<file path="config.mk">
export PLATFORM = sky130hd
export DESIGN_NAME = binary_heap_engine
export DESIGN_NICKNAME = d
export VERILOG_FILES = /design/src/hdl/bhe_pkg.sv /design/src/hdl/binary_heap_engine.sv /design/src/hdl/bhe_store.sv
export SDC_FILE = /design/constraint.sdc
export NUM_CORES = 1
export LEC_CHECK = 0
export ABC_CLOCK_PERIOD_IN_PS = 10400
export BUFFER_PORTS_ARGS = -buffer_cell sky130_fd_sc_hd__buf_2
export CAP_MARGIN = 10
export CORE_MARGIN = 5
export CORE_UTILIZATION = 40
export DETAILED_ROUTE_END_ITERATION = 12
export GPL_TIMING_DRIVEN = 1
export REMOVE_ABC_BUFFERS = 1
export SYNTH_ARGS = -nofsm -noshare
export SYNTH_HDL_FRONTEND = slang
export SYNTH_SLANG_ARGS = --single-unit
</file>
<file path="constraint.sdc">
create_clock -name i_clk -period 10.4 [get_ports i_clk]
set_input_delay 1.04 -clock i_clk [delete_from_list [all_inputs] [get_ports i_clk]]
set_output_delay 1.04 -clock i_clk [all_outputs]
set_load 0.01 [all_outputs]
</file>
<file path="src/hdl/bhe_pkg.sv">
// shared types, constants and helpers of the binary heap engine
package bhe_pkg;

    localparam int CAPACITY    = 15;
    localparam int KEY_W       = 32;
    localparam int IDX_W       = (CAPACITY > 1) ? $clog2(CAPACITY) : 1;
    localparam int CNT_W       = $clog2(CAPACITY + 1);
    localparam int KID_W       = IDX_W + 1;
    localparam int COUNT_OUT_W = 4;
    localparam int MODE_W      = 3;
    localparam int APB_DATA_W  = 32;
    localparam int APB_ADDR_W  = 2;

    localparam logic [APB_ADDR_W-1:0] ADDR_ORDER = '0;

    typedef enum logic [MODE_W-1:0] {
        MODE_CLEAR   = 3'd0,
        MODE_INSERT  = 3'd1,
        MODE_APPEND  = 3'd2,
        MODE_HEAPIFY = 3'd3,
        MODE_CHECK   = 3'd4
    } t_mode;

    typedef enum logic [3:0] {
        ST_IDLE,
        ST_INS_RD,
        ST_INS_CMP,
        ST_HP_LOAD,
        ST_HP_KEY,
        ST_SD_KID,
        ST_SD_A,
        ST_SD_B,
        ST_SD_CMP,
        ST_CK_P,
        ST_CK_PV,
        ST_CK_A,
        ST_CK_B,
        ST_DONE
    } t_state;

    typedef struct packed {
        logic                    we;
        logic [IDX_W-1:0]        waddr;
        logic signed [KEY_W-1:0] wdata;
        logic [IDX_W-1:0]        raddr;
    } t_mem_req;

    // true if key a belongs above key b under the selected order
    function automatic logic precedes(input logic signed [KEY_W-1:0] a,
                                      input logic signed [KEY_W-1:0] b,
                                      input logic                    is_max);
        logic res;
        res = is_max ? (a > b) : (a < b);
        return res;
    endfunction

endpackage

</file>
<file path="src/hdl/binary_heap_engine.sv">
// binary heap engine top level: sequencer, configuration port and result register
//
// Binary heap of up to 15 signed 32-bit keys held in a RAM with one write port and
// one registered read port; every memory access of every operation goes through
// those two ports. Each item gives one result in the result register.
// Clear, raw append, unused modes and a dropped insert go straight to done. Insert
// reads the parent per level, moves it down while the key outranks it, then writes the key.
// Heapify sinks each internal node from the last to the root, reading one or both
// children per level and writing the key back where it stops or at a leaf.
// Check walks the internal nodes from the root, reads each parent and its children
// one word a cycle, and stops at the first violation.
// A new item is taken once the previous result sits in the output register.
// order_is_max is at byte address 0.
module binary_heap_engine
    import bhe_pkg::*;
(
    input  logic                         i_clk,
    input  logic                         i_rst_n,
    input  logic                         i_in_valid,
    output logic                         o_in_stall,
    input  logic [MODE_W-1:0]            i_mode,
    input  logic signed [KEY_W-1:0]      i_value,
    output logic                         o_out_valid,
    input  logic                         i_out_stall,
    output logic                         o_accepted,
    output logic [COUNT_OUT_W-1:0]       o_element_count,
    output logic                         o_heap_ok,
    output logic signed [KEY_W-1:0]      o_root_value,
    input  logic                         psel,
    input  logic                         penable,
    input  logic                         pwrite,
    input  logic [APB_ADDR_W-1:0]        paddr,
    input  logic [APB_DATA_W-1:0]        pwdata,
    output logic [APB_DATA_W-1:0]        prdata,
    output logic                         pready
);

    t_state                  r_state, n_state;
    logic [CNT_W-1:0]        r_count, n_count;
    logic [IDX_W-1:0]        r_pos, n_pos;
    logic [IDX_W-1:0]        r_p, n_p;
    logic signed [KEY_W-1:0] r_key, n_key;
    logic signed [KEY_W-1:0] r_best, n_best;
    logic [IDX_W-1:0]        r_best_idx, n_best_idx;
    logic                    r_ok, n_ok;
    logic                    r_acc, n_acc;
    logic                    r_order;

    logic                    r_out_valid;
    logic                    r_out_accepted;
    logic [CNT_W-1:0]        r_out_count;
    logic                    r_out_ok;
    logic signed [KEY_W-1:0] r_out_root;

    t_mem_req                mem_req;
    logic signed [KEY_W-1:0] mem_rdata;
    logic signed [KEY_W-1:0] mem_root;

    logic                    in_acc;
    logic                    full;
    logic                    out_free;
    logic [IDX_W-1:0]        ins_up;
    logic [KID_W-1:0]        sd_kid;
    logic [KID_W:0]          sd_sib;
    logic                    sd_has_kid;
    logic                    sd_has_sib;
    logic [KID_W-1:0]        ck_kid;
    logic [KID_W:0]          ck_sib;
    logic                    ck_has_kid;
    logic                    ck_has_sib;
    logic                    rd_beats_key;
    logic                    key_beats_rd;
    logic                    rd_beats_best;
    logic                    best_beats_key;
    logic                    cfg_wr;

    bhe_store u_store (
        .i_clk   (i_clk),
        .i_req   (mem_req),
        .o_rdata (mem_rdata),
        .o_root  (mem_root)
    );

    assign in_acc     = i_in_valid && (r_state == ST_IDLE);
    assign full       = r_count >= CNT_W'(CAPACITY);
    assign out_free   = !r_out_valid || !i_out_stall;
    assign ins_up     = IDX_W'((r_pos - IDX_W'(1)) >> 1);
    assign sd_kid     = {r_pos, 1'b1};
    assign sd_sib     = {1'b0, sd_kid} + (KID_W+1)'(1);
    assign sd_has_kid = sd_kid < KID_W'(r_count);
    assign sd_has_sib = sd_sib < (KID_W+1)'(r_count);
    assign ck_kid     = {r_p, 1'b1};
    assign ck_sib     = {1'b0, ck_kid} + (KID_W+1)'(1);
    assign ck_has_kid = ck_kid < KID_W'(r_count);
    assign ck_has_sib = ck_sib < (KID_W+1)'(r_count);

    assign rd_beats_key   = precedes(mem_rdata, r_key, r_order);
    assign key_beats_rd   = precedes(r_key, mem_rdata, r_order);
    assign rd_beats_best  = precedes(mem_rdata, r_best, r_order);
    assign best_beats_key = precedes(r_best, r_key, r_order);

    // next state
    always_comb begin
        n_state = r_state;
        unique case (r_state)
            ST_IDLE: begin
                if (in_acc) begin
                    unique case (i_mode)
                        MODE_INSERT:  n_state = full ? ST_DONE : ST_INS_RD;
                        MODE_HEAPIFY: n_state = (r_count < CNT_W'(2)) ? ST_DONE : ST_HP_LOAD;
                        MODE_CHECK:   n_state = ST_CK_P;
                        default:      n_state = ST_DONE;
                    endcase
                end
            end
            ST_INS_RD:  n_state = (r_pos == '0) ? ST_DONE : ST_INS_CMP;
            ST_INS_CMP: n_state = key_beats_rd ? ST_INS_RD : ST_DONE;
            ST_HP_LOAD: n_state = ST_HP_KEY;
            ST_HP_KEY:  n_state = ST_SD_KID;
            ST_SD_KID: begin
                if (sd_has_kid) begin
                    n_state = ST_SD_A;
                end else begin
                    n_state = (r_p == '0) ? ST_DONE : ST_HP_LOAD;
                end
            end
            ST_SD_A:    n_state = sd_has_sib ? ST_SD_B : ST_SD_CMP;
            ST_SD_B:    n_state = ST_SD_CMP;
            ST_SD_CMP: begin
                if (best_beats_key) begin
                    n_state = ST_SD_KID;
                end else begin
                    n_state = (r_p == '0) ? ST_DONE : ST_HP_LOAD;
                end
            end
            ST_CK_P:    n_state = ck_has_kid ? ST_CK_PV : ST_DONE;
            ST_CK_PV:   n_state = ST_CK_A;
            ST_CK_A: begin
                if (rd_beats_key) begin
                    n_state = ST_DONE;
                end else begin
                    n_state = ck_has_sib ? ST_CK_B : ST_CK_P;
                end
            end
            ST_CK_B:    n_state = rd_beats_key ? ST_DONE : ST_CK_P;
            ST_DONE:    n_state = out_free ? ST_IDLE : ST_DONE;
            default:    n_state = ST_IDLE;
        endcase
    end

    // datapath and memory control
    always_comb begin
        n_count    = r_count;
        n_pos      = r_pos;
        n_p        = r_p;
        n_key      = r_key;
        n_best     = r_best;
        n_best_idx = r_best_idx;
        n_ok       = r_ok;
        n_acc      = r_acc;
        mem_req    = '0;
        unique case (r_state)
            ST_IDLE: begin
                if (in_acc) begin
                    n_ok  = 1'b0;
                    n_acc = 1'b1;
                    n_key = i_value;
                    n_pos = IDX_W'(r_count);
                    n_p   = '0;
                    unique case (i_mode)
                        MODE_CLEAR: n_count = '0;
                        MODE_INSERT: n_acc = !full;
                        MODE_APPEND: begin
                            n_acc = !full;
                            if (!full) begin
                                mem_req.we    = 1'b1;
                                mem_req.waddr = IDX_W'(r_count);
                                mem_req.wdata = i_value;
                                n_count       = r_count + CNT_W'(1);
                            end
                        end
                        MODE_HEAPIFY: n_p = IDX_W'((r_count - CNT_W'(2)) >> 1);
                        default: ;
                    endcase
                end
            end
            ST_INS_RD: begin
                if (r_pos == '0) begin
                    mem_req.we    = 1'b1;
                    mem_req.waddr = r_pos;
                    mem_req.wdata = r_key;
                    n_count       = r_count + CNT_W'(1);
                end else begin
                    mem_req.raddr = ins_up;
                end
            end
            ST_INS_CMP: begin
                mem_req.we    = 1'b1;
                mem_req.waddr = r_pos;
                if (key_beats_rd) begin
                    mem_req.wdata = mem_rdata;
                    n_pos         = ins_up;
                end else begin
                    mem_req.wdata = r_key;
                    n_count       = r_count + CNT_W'(1);
                end
            end
            ST_HP_LOAD: begin
                mem_req.raddr = r_p;
                n_pos         = r_p;
            end
            ST_HP_KEY: n_key = mem_rdata;
            ST_SD_KID: begin
                if (sd_has_kid) begin
                    mem_req.raddr = sd_kid[IDX_W-1:0];
                end else begin
                    mem_req.we    = 1'b1;
                    mem_req.waddr = r_pos;
                    mem_req.wdata = r_key;
                    n_p           = r_p - IDX_W'(1);
                end
            end
            ST_SD_A: begin
                n_best     = mem_rdata;
                n_best_idx = sd_kid[IDX_W-1:0];
                if (sd_has_sib) begin
                    mem_req.raddr = sd_sib[IDX_W-1:0];
                end
            end
            ST_SD_B: begin
                if (rd_beats_best) begin
                    n_best     = mem_rdata;
                    n_best_idx = sd_sib[IDX_W-1:0];
                end
            end
            ST_SD_CMP: begin
                mem_req.we    = 1'b1;
                mem_req.waddr = r_pos;
                if (best_beats_key) begin
                    mem_req.wdata = r_best;
                    n_pos         = r_best_idx;
                end else begin
                    mem_req.wdata = r_key;
                    n_p           = r_p - IDX_W'(1);
                end
            end
            ST_CK_P: begin
                if (ck_has_kid) begin
                    mem_req.raddr = r_p;
                end else begin
                    n_ok = 1'b1;
                end
            end
            ST_CK_PV: begin
                n_key         = mem_rdata;
                mem_req.raddr = ck_kid[IDX_W-1:0];
            end
            ST_CK_A: begin
                if (!rd_beats_key) begin
                    if (ck_has_sib) begin
                        mem_req.raddr = ck_sib[IDX_W-1:0];
                    end else begin
                        n_p = r_p + IDX_W'(1);
                    end
                end
            end
            ST_CK_B: begin
                if (!rd_beats_key) begin
                    n_p = r_p + IDX_W'(1);
                end
            end
            ST_DONE: ;
            default: ;
        endcase
    end

    always_ff @(posedge i_clk) begin
        if (!i_rst_n) begin
            r_state     <= ST_IDLE;
            r_count     <= '0;
            r_order     <= 1'b0;
            r_out_valid <= 1'b0;
        end else begin
            r_state <= n_state;
            r_count <= n_count;
            if (cfg_wr) begin
                r_order <= pwdata[0];
            end
            if (r_state == ST_DONE && out_free) begin
                r_out_valid <= 1'b1;
            end else if (!i_out_stall) begin
                r_out_valid <= 1'b0;
            end
        end
    end

    always_ff @(posedge i_clk) begin
        r_pos      <= n_pos;
        r_p        <= n_p;
        r_key      <= n_key;
        r_best     <= n_best;
        r_best_idx <= n_best_idx;
        r_ok       <= n_ok;
        r_acc      <= n_acc;
        if (r_state == ST_DONE && out_free) begin
            r_out_accepted <= r_acc;
            r_out_count    <= r_count;
            r_out_ok       <= r_ok;
            r_out_root     <= (r_count == '0) ? '0 : mem_root;
        end
    end

    assign cfg_wr = psel && penable && pwrite && pready && (paddr == ADDR_ORDER);
    assign pready = 1'b1;
    assign prdata = (paddr == ADDR_ORDER) ? APB_DATA_W'(r_order) : '0;

    assign o_in_stall      = r_state != ST_IDLE;
    assign o_out_valid     = r_out_valid;
    assign o_accepted      = r_out_accepted;
    assign o_element_count = COUNT_OUT_W'(r_out_count);
    assign o_heap_ok       = r_out_ok;
    assign o_root_value    = r_out_root;

`ifndef SYNTHESIS
    a_count_cap: assert property (@(posedge i_clk) disable iff (!i_rst_n)
        r_count <= CNT_W'(CAPACITY))
        else $error("element count above capacity");

    a_count_step: assert property (@(posedge i_clk) disable iff (!i_rst_n)
        (r_count != $past(r_count)) |->
            (r_count == '0 || r_count == $past(r_count) + CNT_W'(1)))
        else $error("element count moved by more than one");

    a_result_held: assert property (@(posedge i_clk) disable iff (!i_rst_n)
        (r_state == ST_DONE && r_out_valid && i_out_stall) |=> (r_state == ST_DONE))
        else $error("sequencer left done while result was stalled");

    a_write_in_range: assert property (@(posedge i_clk) disable iff (!i_rst_n)
        mem_req.we |-> (CNT_W'(mem_req.waddr) <= r_count))
        else $error("store write beyond element count");
`endif

endmodule

</file>
<file path="src/hdl/bhe_store.sv">
// key store: single write, single registered read port, shadow of the root entry
module bhe_store
    import bhe_pkg::*;
(
    input  logic                    i_clk,
    input  t_mem_req                i_req,
    output logic signed [KEY_W-1:0] o_rdata,
    output logic signed [KEY_W-1:0] o_root
);

    logic signed [KEY_W-1:0] r_mem [CAPACITY];
    logic signed [KEY_W-1:0] r_rdata;
    logic signed [KEY_W-1:0] r_root;

    always_ff @(posedge i_clk) begin
        if (i_req.we) begin
            r_mem[i_req.waddr] <= i_req.wdata;
        end
        r_rdata <= r_mem[i_req.raddr];
    end

    always_ff @(posedge i_clk) begin
        if (i_req.we && i_req.waddr == '0) begin
            r_root <= i_req.wdata;
        end
    end

    assign o_rdata = r_rdata;
    assign o_root  = r_root;

endmodule

</file>
* Word-level counts from Yosys, hierarchy flattened *
Memories as Yosys holds them, arrays and structs flattened. A register that Yosys moved wholly into a read port is not among the register bits.
Cells that the tools add are included.
Widths: inputs -> output; s select.

operators by class
  add/sub/neg operators = 7
  magnitude comparators = 14
  equality and inequality tests = 32
  muxes and demuxes = 67
  reduce and logical (&&, ||, !) cells = 33

operators by type and width
  cell                 number
  $mux 37              5
  $pmux 37 s5          1
  $gt 32x32->1         4
  $lt 32x32->1         4
  $mux 32              4
  $pmux 32 s2          2
  $mux 4               29
  $pmux 4 s14          1
  $pmux 4 s7           1
  $eq 4x4->1 const B   6
  $ne 2x2->1 const B   12
  $pmux 4 s3           2
  $logic_not 4->1      5
  $pmux 4 s5           1
  $mux 3               6
  $eq 4x3->1 const B   4
  $pmux 4 s2           2
  $pmux 4 s4           1
  $add 5x1->6 const B  2
  $lt 6x4->1           2
  $mux 1               11
  $lt 5x4->1           2
  $add 4x1->4 const B  2
  $eq 4x2->1 const B   2
  other kinds (27)     42

storage, ports and cells
  bits in registers = 158
  bits in writable memories = 480
  bits of input ports = 76
  memories kept = 1

memory list
  name           words  width  read ports  clocked after memory_dff  wr ports  RTL line         source
  u_store.r_mem  15     32     1           1                         1         bhe_store.sv:11  logic signed [KEY_W-1:0] r_mem [CAPACITY];

* Depth between registers and ports, before layout *
  word-level depth = 7
  depth in mapped cells = 16

* By module *
Synthesis repeated with hierarchy kept, for this count alone.

unflattened totals
  cell total of the unflattened synthesis = 1,814
  area, all modules = 28,655.0 um^2

by module, submodules not included
  module              instances  cells an instance  area an instance (um^2)
  bhe_store           1          841                18,954.4
  binary_heap_engine  1          973                9,700.6

* Worst setup path before layout *
OpenSTA, ideal clock, no wires.

  path kind = input port to flip-flop
  from = in i_mode[1]
  to = mem u_store.r_mem[13][0], enable pin
  library setup time = 461 ps
  data arrival time = 4,612 ps
  required time = 9,939 ps
  slack = 5,327 ps
  stages on the path = 6
  path buffers = 2
  cells stage by stage = clkbuf_1 -> or3b_2 -> nor3_1 -> clkbuf_1 -> a31oi_1 -> nor3_1

between the ends
  longest elaborated chain between the ends = 6

RTL lines
  what                          RTL line                   source
  start, declared               binary_heap_engine.sv:21   input logic [MODE_W-1:0] i_mode,
  $eq 3x2->1 (*)                binary_heap_engine.sv:170  unique case (i_mode)
  $mux 37 (*)                   binary_heap_engine.sv:170
  $mux 37 (*)                   binary_heap_engine.sv:164  if (in_acc) begin
  $pmux 37 s5 (*)               binary_heap_engine.sv:162  unique case (r_state)
  $mux 1                        bhe_store.sv:16            if (i_req.we) begin
  $mux 1 (not written as such)  bhe_store.sv:17            r_mem[i_req.waddr] <= i_req.wdata;
  end, declared                 bhe_store.sv:11

Every way passes the cells marked *; elsewhere a longest branch is shown, timed or not.

* Worst setup path after layout *
  from = reg r_count[1]
  to = reg u_store.r_rdata[26], in the netlist u_store.o_rdata[26], read port of u_store.r_mem

between the ends
  longest elaborated chain between the ends = 4

RTL lines
  what                    RTL line                   source
  start, declared         binary_heap_engine.sv:39   logic [CNT_W-1:0] r_count, n_count;
  start signal, assigned  binary_heap_engine.sv:285  r_count <= n_count;
  $lt 6x4->1              binary_heap_engine.sv:95   assign ck_has_sib = ck_sib < (KID_W+1)'(r_count);
  $mux 4                  binary_heap_engine.sv:260  if (ck_has_sib) begin
  $mux 4                  binary_heap_engine.sv:259  if (!rd_beats_key) begin
  $pmux 4 s7 (*)          binary_heap_engine.sv:162
  end, declared           bhe_store.sv:12            logic signed [KEY_W-1:0] r_rdata;

Marks and branches as above.
A chain may end at the register's enable or synchronous reset.

==> summary.md <==
| Metric | Value |
|---|---|
| Minimum clock period after layout | around 5.4 ns |
| Antenna cells | 0 |
| Dominant synthesized flop cell | edfxtp_1 |
| Clock Skews | around 0.033 ns |
| Max-slew violations | 0 |
| Final WL | 72.77 mm |
| Post-synthesis cell count | 1853 |
| Worst flop-to-flop path startpoint | r_count[1] |
| Hold Path End | o_heap_ok |
| Netlist Area Pre-Place | 0.02829 mm2 |
| Placed Cells | 2824 |
| Synth-to-layout area growth | 13.48% |
| Worst Max-Slew Pin Slew | 1.210 ns |
| Largest net degree at the start of global routing | 65 |
| Most common cell after layout, fill and taps aside | edfxtp_1 |
| Final instance area | 0.03211 mm2 |
| Cell Count, Final, Fillers Out | 2952 |
| Synth Register Bits | around 640 |
| Worst reg2reg path depth | 12 |
| Clock sink count | 638 |
| Critical Path Start Type | flop |
| Vias in the first global route | around 17000 |
| Combinational Power Share | 33.0% |
| Post-DP HPWL | 43.73 mm |
| Clock latency on the worst-skew pair | between 0.6 and 0.7 ns |
| DRC | 0 |
| Total CTS buffers | 69 |
| Leakage power | 0.01137 uW |
| Placed Area | between 0.02 and 0.03 mm2 |
| Proportion of netlist area held by the largest area contributor | between 60% and 70% |
| Sequential-to-total area share from yosys stat | about two thirds |
| Hold Path Origin | r_ok |
| Max_cap viols | 0 |
| Critical path peak fanout | 64 |
| Status | finished, final reports clean |
| Initial antenna violation count | 0 |
| Initial DRC count | 1733 |
| Ratio of cells with drive above 1 in the final layout | a little under a fifth |
| Max_slew headroom | 19.30% |
| Avg Inst Size Synth | roughly 15 um2 |
| Slowest stage delay, CP | 0.90 ns |
| Unrepaired setup endpoints after global routing | no |
| Peak VDD IR | approximately 0.15 mV |
| Net load switching power | 3246 uW |
| First-pass GRT wire length | 107.8 mm |
| Worst-case clock buffer depth | 3 |
| Leading cell types in the layout, fill and taps excluded | edfxtp_1 (596), nand2_1 (142), ha_1 (119), inv_1 (115), mux4_2 (88) |
| # IOs | approximately 150 |
| Setup CP Type | reg -> reg |
| CTS root buffer | clkbuf_16 |
| PD cells | between 200 and 300 mW/mm2 |
| GPL Wtd Cong | 0.8729 |
| CP Buf/Inv Count | 2 |
| Cell accounting for the most synthesized area | edfxtp_1 |
| Die height | 276.0 um |
| Synth Warn # | 0 |
| # fillers | 6172 |
| All-Layer GR Usage | around a fifth |
| PnR Total Power | around 9400 uW |
| Total congestion overflow | 0 |
| Die width | 276.0 um |
| Worst R2R End | u_store.o_rdata[26] |
| Number of library cell types mapped by synthesis | 67 |
| Register share of total power | 41.3% |
| Fin. Hold Viols | 0 |
| P_int | between 6000 and 7000 uW |
| Clk pin slew, worst setup/hold paths | 0.06 ns |
| Critical path's slowest cell | buf_4 |
| Layout Nets | 2152 |
| Initial Util | 40.33% |
| Data required, critical path | 10.88 ns |
| Hold Crit Depth | 0 |
| H-tree depth | 3 |
| TritonRoute pass-1 iters | 7 |
| Top delay family on crit path | compound AO/OA/AOI/OAI gates |
| Post-CTS resize count | 0 |
| Achievable clock frequency | 184.3 MHz |
| Setup Buffers After CTS | 0 |
| Wire length per cell | roughly 25 um |
| Switch share | 34.65% |
| CTS tree | done |
| Antenna-violating nets left | 0 |
| WP data arrival | 5.90 ns |
| Full die area | 0.07615 mm2 |
| Core Rows | 97 |
| Vias post-DR | 16680 |
| Hold_buf cts | 0 |
| Port bufs | 85 |
| Area contributors post-synth | edfxtp_1 (63%), mux4_2 (7.0%), ha_1 (5.3%), dfxtp_1 (3.0%), nand2_1 (1.9%) |
| Core Area | ~0.07 mm2 |
| Worst min-delay path class | reg -> reg |
| Crit end category | flop |
| Share of async-settable or async-resettable flops after synthesis | 0% |
| DR vias/cell | 5.649 |
| CP cell instances | inv_1 > ha_1 > a21oi_1 > nor2b_1 > o21ai_0 > nand2_1 > nor3_1 > a31o_4 > buf_4 > mux4_2 > a22oi_1 > nand3_1 |
| Post-synth EDFFs | 596 |
| Power share of the clock group | around 26% |
| Fin crit share | between 50% and 60% |
| FF-to-FF setup slack | around 5.0 ns |
| Final setup fails | 0 |
worst register-to-register path, cell delays in order, from the launching register on:
cell     delay (ns)
dfxtp_1        0.74
inv_1          0.39
ha_1           0.39
a21oi_1        0.18
nor2b_1        0.06
o21ai_0        0.21
nand2_1        0.08
nor3_1         0.76
a31o_4         0.65
buf_4          0.92
mux4_2         0.57
a22oi_1        0.26
nand3_1        0.09
how the worst max path moves through the flow:
| stage | startpoint | endpoint | slack (ns) | depth (start not counted) |
|---|---|---|---|---|
| 2_1_floorplan | r_count[2] | u_store.o_rdata[23] | -24.28 | 10 |
| 3_3_place_gp | r_count[1] | u_store.o_rdata[1] | 5.02 | 12 |
| 3_5_place_dp | r_count[1] | u_store.o_rdata[1] | 4.98 | 12 |
| 4_1_cts | r_count[1] | u_store.o_rdata[1] | 4.99 | 12 |
| 5_1_grt | r_count[1] | u_store.o_rdata[24] | 4.62 | 12 |
| 6_report | r_count[1] | u_store.o_rdata[26] | 4.98 | 12 |
cells in the mapped netlist, types with 13 or more instances:
| cell type | n |
|---|---|
| o221ai_1 | 34 |
| a222oi_1 | 35 |
| edfxtp_1 | 596 |
| dfxtp_1 | 42 |
| a22oi_1 | 37 |
| nand3_1 | 80 |
| a21oi_1 | 39 |
| o211ai_1 | 40 |
| ha_1 | 119 |
| buf_4 | 32 |
| inv_1 | 115 |
| mux2_2 | 34 |
| a21o_1 | 22 |
| o21ai_0 | 33 |
| nand2_1 | 142 |
| a31oi_1 | 13 |
| nor2_1 | 57 |
| mux4_2 | 88 |
| nand4_1 | 17 |
| clkbuf_1 | 55 |
| buf_2 | 22 |
| nor3_1 | 17 |
| nor2b_1 | 46 |
logic make-up (layout without fill, tap and decap cells):
kind of cell | count (synthesis) | count (layout) | synth area share (%)
DFF | 638 | 638 | 66.23
and+or+nand+nor | 412 | 412 | 7.085
AOI/OAI and AO/OA | 300 | 300 | 7.872
buffers and inverters | 230 | 359 | 3.653
muxes | 137 | 137 | 9.367
adders and majority gates | 120 | 120 | 5.333
xor gates and xnor gates | 14 | 14 | 0.4334
other | 2 | 32 | 0.02654
flip-flops by register name, summed over array words and instances (netlist names), 31 cells and up:
register         cells
r_best              32
r_key               32
u_store.r_mem      449
u_store.o_rdata     32
u_store.o_root      31
o_root_value        32
stage by stage:
step                TNS, ns  setup WS [ns]  util, %  hold slack [ns]
floorplan           -740.09         -24.28        -           0.4003
global placement          0          5.019    42.55           0.4052
detailed placement        0          4.977    42.55           0.4045
CTS                       0          4.986    45.76           0.4190
global route              0          4.625    45.77           0.4420
finish                    0          4.975    45.77           0.4190
layer usage:
metal | up-vias | part of all wire (%) | GRT usage, %
li1 | 7475 | - | -
met1 | 8477 | 43 | 25.93
met2 | 606 | 47 | 30.80
met3 | 119 | 7.0 | 3.526
met4 | 0 | 3.0 | 6.637
met5 | - | 0 | 0
layout make-up:
cell class | count | area, um2 | share of cell area, %
well taps | 940 | 1176 | 3.663
flip-flops and latches | 638 | 18740 | 58.36
inverters | 115 | 431.7 | 1.345
repair buffers | 117 | 665.6 | 2.073
clock buffers | 91 | 1911 | 5.951
multi-input cells | 1015 | 8843 | 27.54
clock inverters | 36 | 340.3 | 1.060
power by group through the flow:
stage          Combinational, uW  Clock (uW)  Sequential (uW)
3_3_place_gp                3040           0             3900
2_1_floorplan               2150           0             3790
5_1_grt                     3430        2570             3910
4_1_cts                     3120        2460             3860
3_5_place_dp                3100           0             3910
6_report                    3090        2410             3870
No activity file was read; power rests on OpenSTA's default activity.
